**config.mk**
```make
export PLATFORM = sky130hd
export DESIGN_NAME = ray_voxel_step_walker
export DESIGN_NICKNAME = d
export VERILOG_FILES = /design/src/design/rvsw_pkg.sv /design/src/design/ray_voxel_step_walker.sv /design/src/design/rvsw_div.sv
export SDC_FILE = /design/constraint.sdc
export NUM_CORES = 1
export LEC_CHECK = 0
export ABC_AREA = 1
export CAP_MARGIN = 30
export CELL_PAD_IN_SITES_DETAIL_PLACEMENT = 1
export CELL_PAD_IN_SITES_GLOBAL_PLACEMENT = 2
export CORE_MARGIN = 4
export CORE_UTILIZATION = 43
export CTS_CLUSTER_DIAMETER = 40
export DETAILED_ROUTE_END_ITERATION = 8
export DONT_BUFFER_PORTS = 1
export GPL_ROUTABILITY_DRIVEN = 0
export PLACE_DENSITY = 0.86
export SLEW_MARGIN = 10
export SYNTH_ARGS = -nofsm -noshare
export SYNTH_HDL_FRONTEND = slang
export SYNTH_SLANG_ARGS = --single-unit
```
**constraint.sdc**
```tcl
create_clock -name clk -period 6.8 [get_ports clk]
set_input_delay 1.36 -clock clk [delete_from_list [all_inputs] [get_ports clk]]
set_output_delay 1.36 -clock clk [all_outputs]
set_load 0.02 [all_outputs]
```
**src/design/rvsw_pkg.sv**
```systemverilog
// Shared widths and constants for the ray voxel step walker.
`default_nettype none
package rvsw_pkg;

  localparam int DIR_W         = 16;  // signed Q1.15 direction component
  localparam int LEN_W         = 7;   // ray length field
  localparam int OFF_W         = 8;   // voxel offset, wraps
  localparam int IDX_W         = 6;   // step index, wraps
  localparam int DLT_W         = 32;  // unsigned Q16.16 reciprocal, up to 2^31
  localparam int ACC_W         = 40;  // holds seed plus 255 deltas
  localparam int MAX_STEPS_DEF = 64;

endpackage
`default_nettype wire

```
**src/design/ray_voxel_step_walker.sv**
```systemverilog
// Top level of the ray voxel step walker (3D DDA traversal from the origin voxel center).
// An item is taken when start is high and busy is low. The block first forms the three
// per-axis reciprocals 2^31/|dir| on one shared divider that retires two quotient bits a
// cycle, one axis after another, then walks one voxel per cycle; an item with effective
// length n keeps busy high until its n-th voxel is walked. Each position appears on the
// out_ ports for exactly one cycle with out_valid high; the receiver cannot stall, so it
// must take every result as it comes. A length of zero produces no result and busy stays low.
`default_nettype none
module ray_voxel_step_walker #(
  parameter int MAX_STEPS = rvsw_pkg::MAX_STEPS_DEF
) (
  input  wire logic                              clk,
  input  wire logic                              rst_n,
  input  wire logic                              start,
  output logic                                   busy,
  input  wire logic signed [rvsw_pkg::DIR_W-1:0] in_dir_x,
  input  wire logic signed [rvsw_pkg::DIR_W-1:0] in_dir_y,
  input  wire logic signed [rvsw_pkg::DIR_W-1:0] in_dir_z,
  input  wire logic [rvsw_pkg::LEN_W-1:0]        in_ray_length,
  output logic                                   out_valid,
  output logic signed [rvsw_pkg::OFF_W-1:0]      out_offset_x,
  output logic signed [rvsw_pkg::OFF_W-1:0]      out_offset_y,
  output logic signed [rvsw_pkg::OFF_W-1:0]      out_offset_z,
  output logic [rvsw_pkg::IDX_W-1:0]             out_step_index,
  output logic                                   out_last_step
);

  localparam int DW  = rvsw_pkg::DIR_W;
  localparam int AW  = rvsw_pkg::ACC_W;
  localparam int QW  = rvsw_pkg::DLT_W;
  localparam int OW  = rvsw_pkg::OFF_W;
  localparam int NW  = $clog2(MAX_STEPS + 1);
  localparam int CW  = (NW > rvsw_pkg::LEN_W) ? NW : rvsw_pkg::LEN_W;

  localparam logic [1:0] ST_IDLE = 2'd0;
  localparam logic [1:0] ST_DIV  = 2'd1;
  localparam logic [1:0] ST_WALK = 2'd2;

  localparam logic [1:0] AX_X = 2'd0;
  localparam logic [1:0] AX_Y = 2'd1;
  localparam logic [1:0] AX_Z = 2'd2;

  logic [1:0]    state_r;
  logic [1:0]    axis_r;
  logic          go_r;
  logic [NW-1:0] n_r;
  logic [NW-1:0] i_r;

  logic [DW-1:0] mag_r  [3];
  logic          neg_r  [3];
  logic [QW-1:0] dlt_r  [3];
  logic [AW-1:0] acc_r  [3];
  logic          inf_r  [3];
  logic [OW-1:0] pos_r  [3];

  logic          out_valid_r, out_last_r;
  logic [OW-1:0] out_x_r, out_y_r, out_z_r;
  logic [rvsw_pkg::IDX_W-1:0] out_idx_r;

  logic          div_done;
  logic [QW-1:0] div_quot;

  logic                  accept;
  logic [DW-1:0]         dir_in [3];
  logic [CW-1:0]         len_ext, len_cap;
  logic                  x_lt_y, x_lt_z, y_lt_z;
  logic [2:0]            sel;
  logic [NW-1:0]         i_inc;
  logic                  is_last;

  rvsw_div u_div (
    .clk     (clk),
    .rst_n   (rst_n),
    .go      (go_r),
    .divisor (mag_r[axis_r]),
    .done    (div_done),
    .quot    (div_quot)
  );

  assign busy   = (state_r != ST_IDLE);
  assign accept = start && !busy;

  always_comb begin
    dir_in[0] = in_dir_x;
    dir_in[1] = in_dir_y;
    dir_in[2] = in_dir_z;
    len_ext   = CW'(in_ray_length);
    len_cap   = (len_ext > CW'(MAX_STEPS)) ? CW'(MAX_STEPS) : len_ext;
  end

  // Infinite accumulators compare greater than any finite one and equal to each other.
  function automatic logic acc_lt(input logic ia, input logic [AW-1:0] a,
                                  input logic ib, input logic [AW-1:0] b);
    acc_lt = !ia && (ib || (a < b));
  endfunction

  always_comb begin
    x_lt_y  = acc_lt(inf_r[0], acc_r[0], inf_r[1], acc_r[1]);
    x_lt_z  = acc_lt(inf_r[0], acc_r[0], inf_r[2], acc_r[2]);
    y_lt_z  = acc_lt(inf_r[1], acc_r[1], inf_r[2], acc_r[2]);
    sel     = 3'b100;
    if (x_lt_y && x_lt_z) begin
      sel = 3'b001;
    end else if (y_lt_z) begin
      sel = 3'b010;
    end
    i_inc   = i_r + NW'(1);
    is_last = (i_inc == n_r);
  end

  // Sequencer
  always_ff @(posedge clk) begin
    if (!rst_n) begin
      state_r     <= ST_IDLE;
      axis_r      <= AX_X;
      go_r        <= 1'b0;
      out_valid_r <= 1'b0;
    end else begin
      go_r        <= 1'b0;
      out_valid_r <= 1'b0;
      case (state_r)
        ST_IDLE: begin
          if (accept && (len_cap != '0)) begin
            state_r <= ST_DIV;
            axis_r  <= AX_X;
            go_r    <= 1'b1;
          end
        end
        ST_DIV: begin
          if (div_done) begin
            if (axis_r == AX_Z) begin
              state_r <= ST_WALK;
            end else begin
              axis_r <= (axis_r == AX_X) ? AX_Y : AX_Z;
              go_r   <= 1'b1;
            end
          end
        end
        ST_WALK: begin
          out_valid_r <= 1'b1;
          if (is_last) begin
            state_r <= ST_IDLE;
          end
        end
        default: begin
          state_r <= ST_IDLE;
        end
      endcase
    end
  end

  // Datapath
  always_ff @(posedge clk) begin
    if (accept) begin
      n_r <= NW'(len_cap);
      i_r <= '0;
      for (int a = 0; a < 3; a++) begin
        mag_r[a] <= dir_in[a][DW-1] ? (~dir_in[a] + DW'(1)) : dir_in[a];
        neg_r[a] <= dir_in[a][DW-1];
        pos_r[a] <= '0;
      end
    end else if (state_r == ST_DIV && div_done) begin
      dlt_r[axis_r] <= div_quot;
      acc_r[axis_r] <= AW'(div_quot >> 1);
      inf_r[axis_r] <= (mag_r[axis_r] == '0);
    end else if (state_r == ST_WALK) begin
      i_r <= i_inc;
      for (int a = 0; a < 3; a++) begin
        if (sel[a]) begin
          if (mag_r[a] != '0) begin
            pos_r[a] <= neg_r[a] ? (pos_r[a] - OW'(1)) : (pos_r[a] + OW'(1));
          end
          if (!inf_r[a]) begin
            acc_r[a] <= acc_r[a] + AW'(dlt_r[a]);
          end
        end
      end
    end
  end

  always_ff @(posedge clk) begin
    if (state_r == ST_WALK) begin
      out_x_r    <= pos_r[0];
      out_y_r    <= pos_r[1];
      out_z_r    <= pos_r[2];
      out_idx_r  <= i_r[rvsw_pkg::IDX_W-1:0];
      out_last_r <= is_last;
    end
  end

  assign out_valid      = out_valid_r;
  assign out_offset_x   = out_x_r;
  assign out_offset_y   = out_y_r;
  assign out_offset_z   = out_z_r;
  assign out_step_index = out_idx_r;
  assign out_last_step  = out_last_r;

endmodule
`default_nettype wire

```
**src/design/rvsw_div.sv**
```systemverilog
// Radix-4 restoring divider: quotient of 2^31 by a 16-bit magnitude, two bits a cycle.
`default_nettype none
module rvsw_div (
  input  wire logic                       clk,
  input  wire logic                       rst_n,
  input  wire logic                       go,
  input  wire logic [rvsw_pkg::DIR_W-1:0] divisor,
  output logic                            done,
  output logic [rvsw_pkg::DLT_W-1:0]      quot
);

  localparam int ITER  = rvsw_pkg::DLT_W / 2;
  localparam int CNT_W = $clog2(ITER);
  localparam int DW    = rvsw_pkg::DIR_W;

  logic             run_r;
  logic             done_r;
  logic [CNT_W-1:0] cnt_r;
  logic [DW-1:0]    rem_r;
  logic [rvsw_pkg::DLT_W-1:0] quot_r;

  logic          b1, q1, q2;
  logic [DW:0]   t1, t2, d_ext, r1;
  logic [DW:0]   r2;

  // Dividend is 2^31: only the first bit shifted in is a one.
  always_comb begin
    b1    = (cnt_r == '0);
    d_ext = {1'b0, divisor};
    t1    = {rem_r, b1};
    q1    = (t1 >= d_ext);
    r1    = q1 ? (t1 - d_ext) : t1;
    t2    = {r1[DW-1:0], 1'b0};
    q2    = (t2 >= d_ext);
    r2    = q2 ? (t2 - d_ext) : t2;
  end

  always_ff @(posedge clk) begin
    if (!rst_n) begin
      run_r  <= 1'b0;
      done_r <= 1'b0;
      cnt_r  <= '0;
    end else begin
      done_r <= 1'b0;
      if (go) begin
        run_r <= 1'b1;
        cnt_r <= '0;
      end else if (run_r) begin
        cnt_r <= cnt_r + CNT_W'(1);
        if (cnt_r == CNT_W'(ITER - 1)) begin
          run_r  <= 1'b0;
          done_r <= 1'b1;
        end
      end
    end
  end

  always_ff @(posedge clk) begin
    if (go) begin
      rem_r <= '0;
    end else if (run_r) begin
      rem_r  <= r2[DW-1:0];
      quot_r <= {quot_r[rvsw_pkg::DLT_W-3:0], q1, q2};
    end
  end

  assign done = done_r;
  assign quot = quot_r;

endmodule
`default_nettype wire

```
==> flow_metrics.py <==
metrics = {
    "sta": {
        "final.min_clock_period_ns": 5.552,
        "report.final.slew_viol_count": 0,
        "hold_viol": 0,
        "final.period_utilization_pct": 81.64,
        "slew_headroom_pct": 34.97,
        "rsz0062_at_grt": "no",
        "fin_skew_ns": 0.04491,
        "setup_viol": 0,
        "setup_tns_ns": 0,
        "max_freq_mhz": 180.1,
        "tightest_slew_ns": 0.9667,
    },
    "worst_setup_path": {
        "r2r_cells": 25,
        "arrival_ns": 6.07,
        "crit_path_end_kind": "flop",
        "cp_data_required_time_ns": 7.32,
        "startpoint_type": "flop",
        "critPathKind": "reg2reg",
        "rrSetupSlack_ns": 1.25,
        "crit_fanout": 28,
    },
    "finish": {
        "area_delta_synth_final_pct": 13.14,
        "nFillCells": 7545,
        "layout.nets": 3659,
        "drive_above_1_share_pct": 5.324,
        "fin_cells": 4228,
        "stdcell_area_um2": 31030,
    },
    "synth": {
        "avgSynthCellArea_um2": 8.375,
        "synth_seq_cells": 401,
        "synth_area_um2": 27430,
        "async_reset_ff_share_pct": 0,
        "synthCells": 3275,
        "ys_warn_count": 0,
        "synth_common_cells": "nand2_1 (771), inv_1 (456), edfxtp_1 (364), nor2_1 (284), ha_1 (269)",
        "yosysUniqueCellTypes": 50,
        "synth.yosys.seq_area_share_pct": 42.55,
        "ys.flop_type": "edfxtp_1",
        "synth_area_leaders": "edfxtp_1 (40%), ha_1 (12%), nand2_1 (11%)",
        "syn_nets": 3610,
        "yosysMostFrequentCell": "nand2_1",
        "synth_largest_area_cell": "edfxtp_1",
        "synth_edf_count": 364,
        "yosys.area.top_type_share_pct": 39.85,
    },
    "clock_tree": {
        "clockBufferDepth": 3,
        "postCtsSetupRepairBufs": 0,
        "ctsHtreeMaxLevel": 3,
        "cts_made_buffers": 75,
        "cts_tree": "done",
        "cts.sinks": 401,
        "cts-root-buf": "clkbuf_16",
        "clkTransAtPathRegs_ns": 0.05,
        "clk_latency_ns": 0.64,
        "hold_buffers": 0,
        "cts_resized": 0,
    },
    "power_and_ir_drop": {
        "leakage_nw": 13.68,
        "peakVddDrop_mv": 0.1787,
        "power_density_nw_per_um2": 267.6,
    },
    "floorplanning": {
        "coreArea_um2": 63080,
        "rows": 92,
        "die_y_um": 260.6,
        "start_util_pct": 43.48,
        "dieWidth_um": 260.6,
        "ios": 91,
        "dieArea_um2": 67890,
    },
    "global_routing": {
        "grt_pass1_wl_mm": 140.0,
        "antenna_found_initial": 0,
        "gr-usage-all-layers_pct": 26.50,
        "grt_max_degree": 58,
        "grt_pass1_vias": 24680,
        "overflow": 0,
    },
    "min_path": {
        "whs_path_depth": 0,
        "hp-class": "reg2reg",
    },
    "drt": {
        "dr.pass1.iters": 5,
        "routedWlPerCell_um": 21.32,
        "remaining_drc_errors": 0,
        "drt_iter0_drc": 1149,
        "wirelength_mm": 90.14,
        "ant_nets": 0,
        "num_vias": 23080,
        "via_per_inst": 5.458,
    },
    "placement": {
        "place_inst": 4093,
        "port_buffers": 0,
        "postPlaceCellArea_um2": 28470,
        "place_hpwl_mm": 71.74,
    },
    "job": {
        "maxCapViolCount": 0,
    },
    "run_status": {
        "run_status": "complete, no violations",
    },
}
## layer usage
metal	vias up	GRT usage, %	part of all wire, %
li1	11170	-	-
met1	11240	31.52	41
met2	482	47.63	50
met3	188	3.950	3.9
met4	0	11.42	4.8
met5	-	0	0
## worst paths after layout
check               startpoint              end
setup / recovery          flop   u_div.rem_r[2]
setup reg to reg          flop   u_div.rem_r[2]
hold / removal    pos_r[0][21]  out_offset_z[5]
hold reg to reg   pos_r[0][21]  out_offset_z[5]
## layout make-up
class                           count  area, um2  area share (%)
Clock buffer                       80       1927           6.209
Timing Repair Buffer               17      180.2          0.5806
Sequential cell                   401      11670           37.61
Multi-Input combinational cell   2367      13830           44.56
Antenna cell                        1      2.502        0.008064
Clock inverter                     54      630.6           2.032
Tap cell                          846       1059           3.411
Inverter                          462       1734           5.588
## cell usage in the layout (no fill, tap or decap), types with 32 or more instances in the layout
cell and instances:
nand2_1 769, clkbuf_16 76, nor3_1 32, xnor2_1 85, dfxtp_1 37, inv_1 455, nand3_1 127, ha_1 269
a31oi_1 33, o21ai_0 214, xor2_1 89, a21oi_1 248, edfxtp_1 364, nor2_1 280
## kinds of logic (layout without fill, tap and decap cells)
| group | Yosys count | count (layout) | synth area share, % |
|---|---|---|---|
| other | 0 | 1 | 0 |
| and+or+nand+nor | 1298 | 1298 | 19.44 |
| xor gates and xnor gates | 174 | 174 | 5.556 |
| buffers and inverters | 507 | 613 | 7.185 |
| DFF | 401 | 401 | 42.55 |
| AOI/OAI and AO/OA | 618 | 618 | 12.41 |
| adders and majority gates | 277 | 277 | 12.86 |
## metrics by stage
step                      hold WS [ns]  util [%]  setup slack [ns]  total power, mW
final                           0.4723     49.19             1.248            8.302
after global routing            0.4828     49.19            0.7399            8.724
after CTS                       0.4714     49.19             1.294            8.356
after detailed placement        0.4606     45.13             1.411            4.590
after global placement          0.4491     45.00             1.661            4.531
after floorplan                 0.4334         -             2.558            4.184
## worst max-delay path, stage by stage (launching register included)
cell	delay, ns
dfxtp_1	0.69
inv_2	0.24
o21ai_0	0.71
ha_1	0.42
nand2_1	0.13
inv_1	0.07
nand2_1	0.06
nand2_1	0.04
a21oi_1	0.17
nand2_1	0.10
nand2_1	0.13
nand2_4	0.19
o21ai_0	0.33
inv_1	0.08
ha_1	0.34
a21oi_1	0.21
o21ai_0	0.14
a21oi_1	0.15
nand2_1	0.13
nand2_1	0.08
nand2_1	0.08
nand2_2	0.29
nand3_4	0.26
nand2_1	0.12
nand3_1	0.08
a21oi_1	0.16
## where the power goes
part | switching (mW) | internal (mW)
sequential | 0.107 | 2.79
combinational | 1.08 | 0.593
clock | 1.41 | 2.33
total | 2.59 | 5.71
## registers in the layout, indices dropped and copies added, names as in the netlist, 4 cells and up, named ones only
name and cells:
i_r 7, acc_r 120, u_div.rem_r 16, u_div.quot 32, u_div.cnt_r 4, pos_r 24
out_offset_z 8, mag_r 48, dlt_r 96, out_step_index 6, out_offset_x 8, n_r 7
out_offset_y 8
Note: power is estimated with default switching activity, not from simulation.
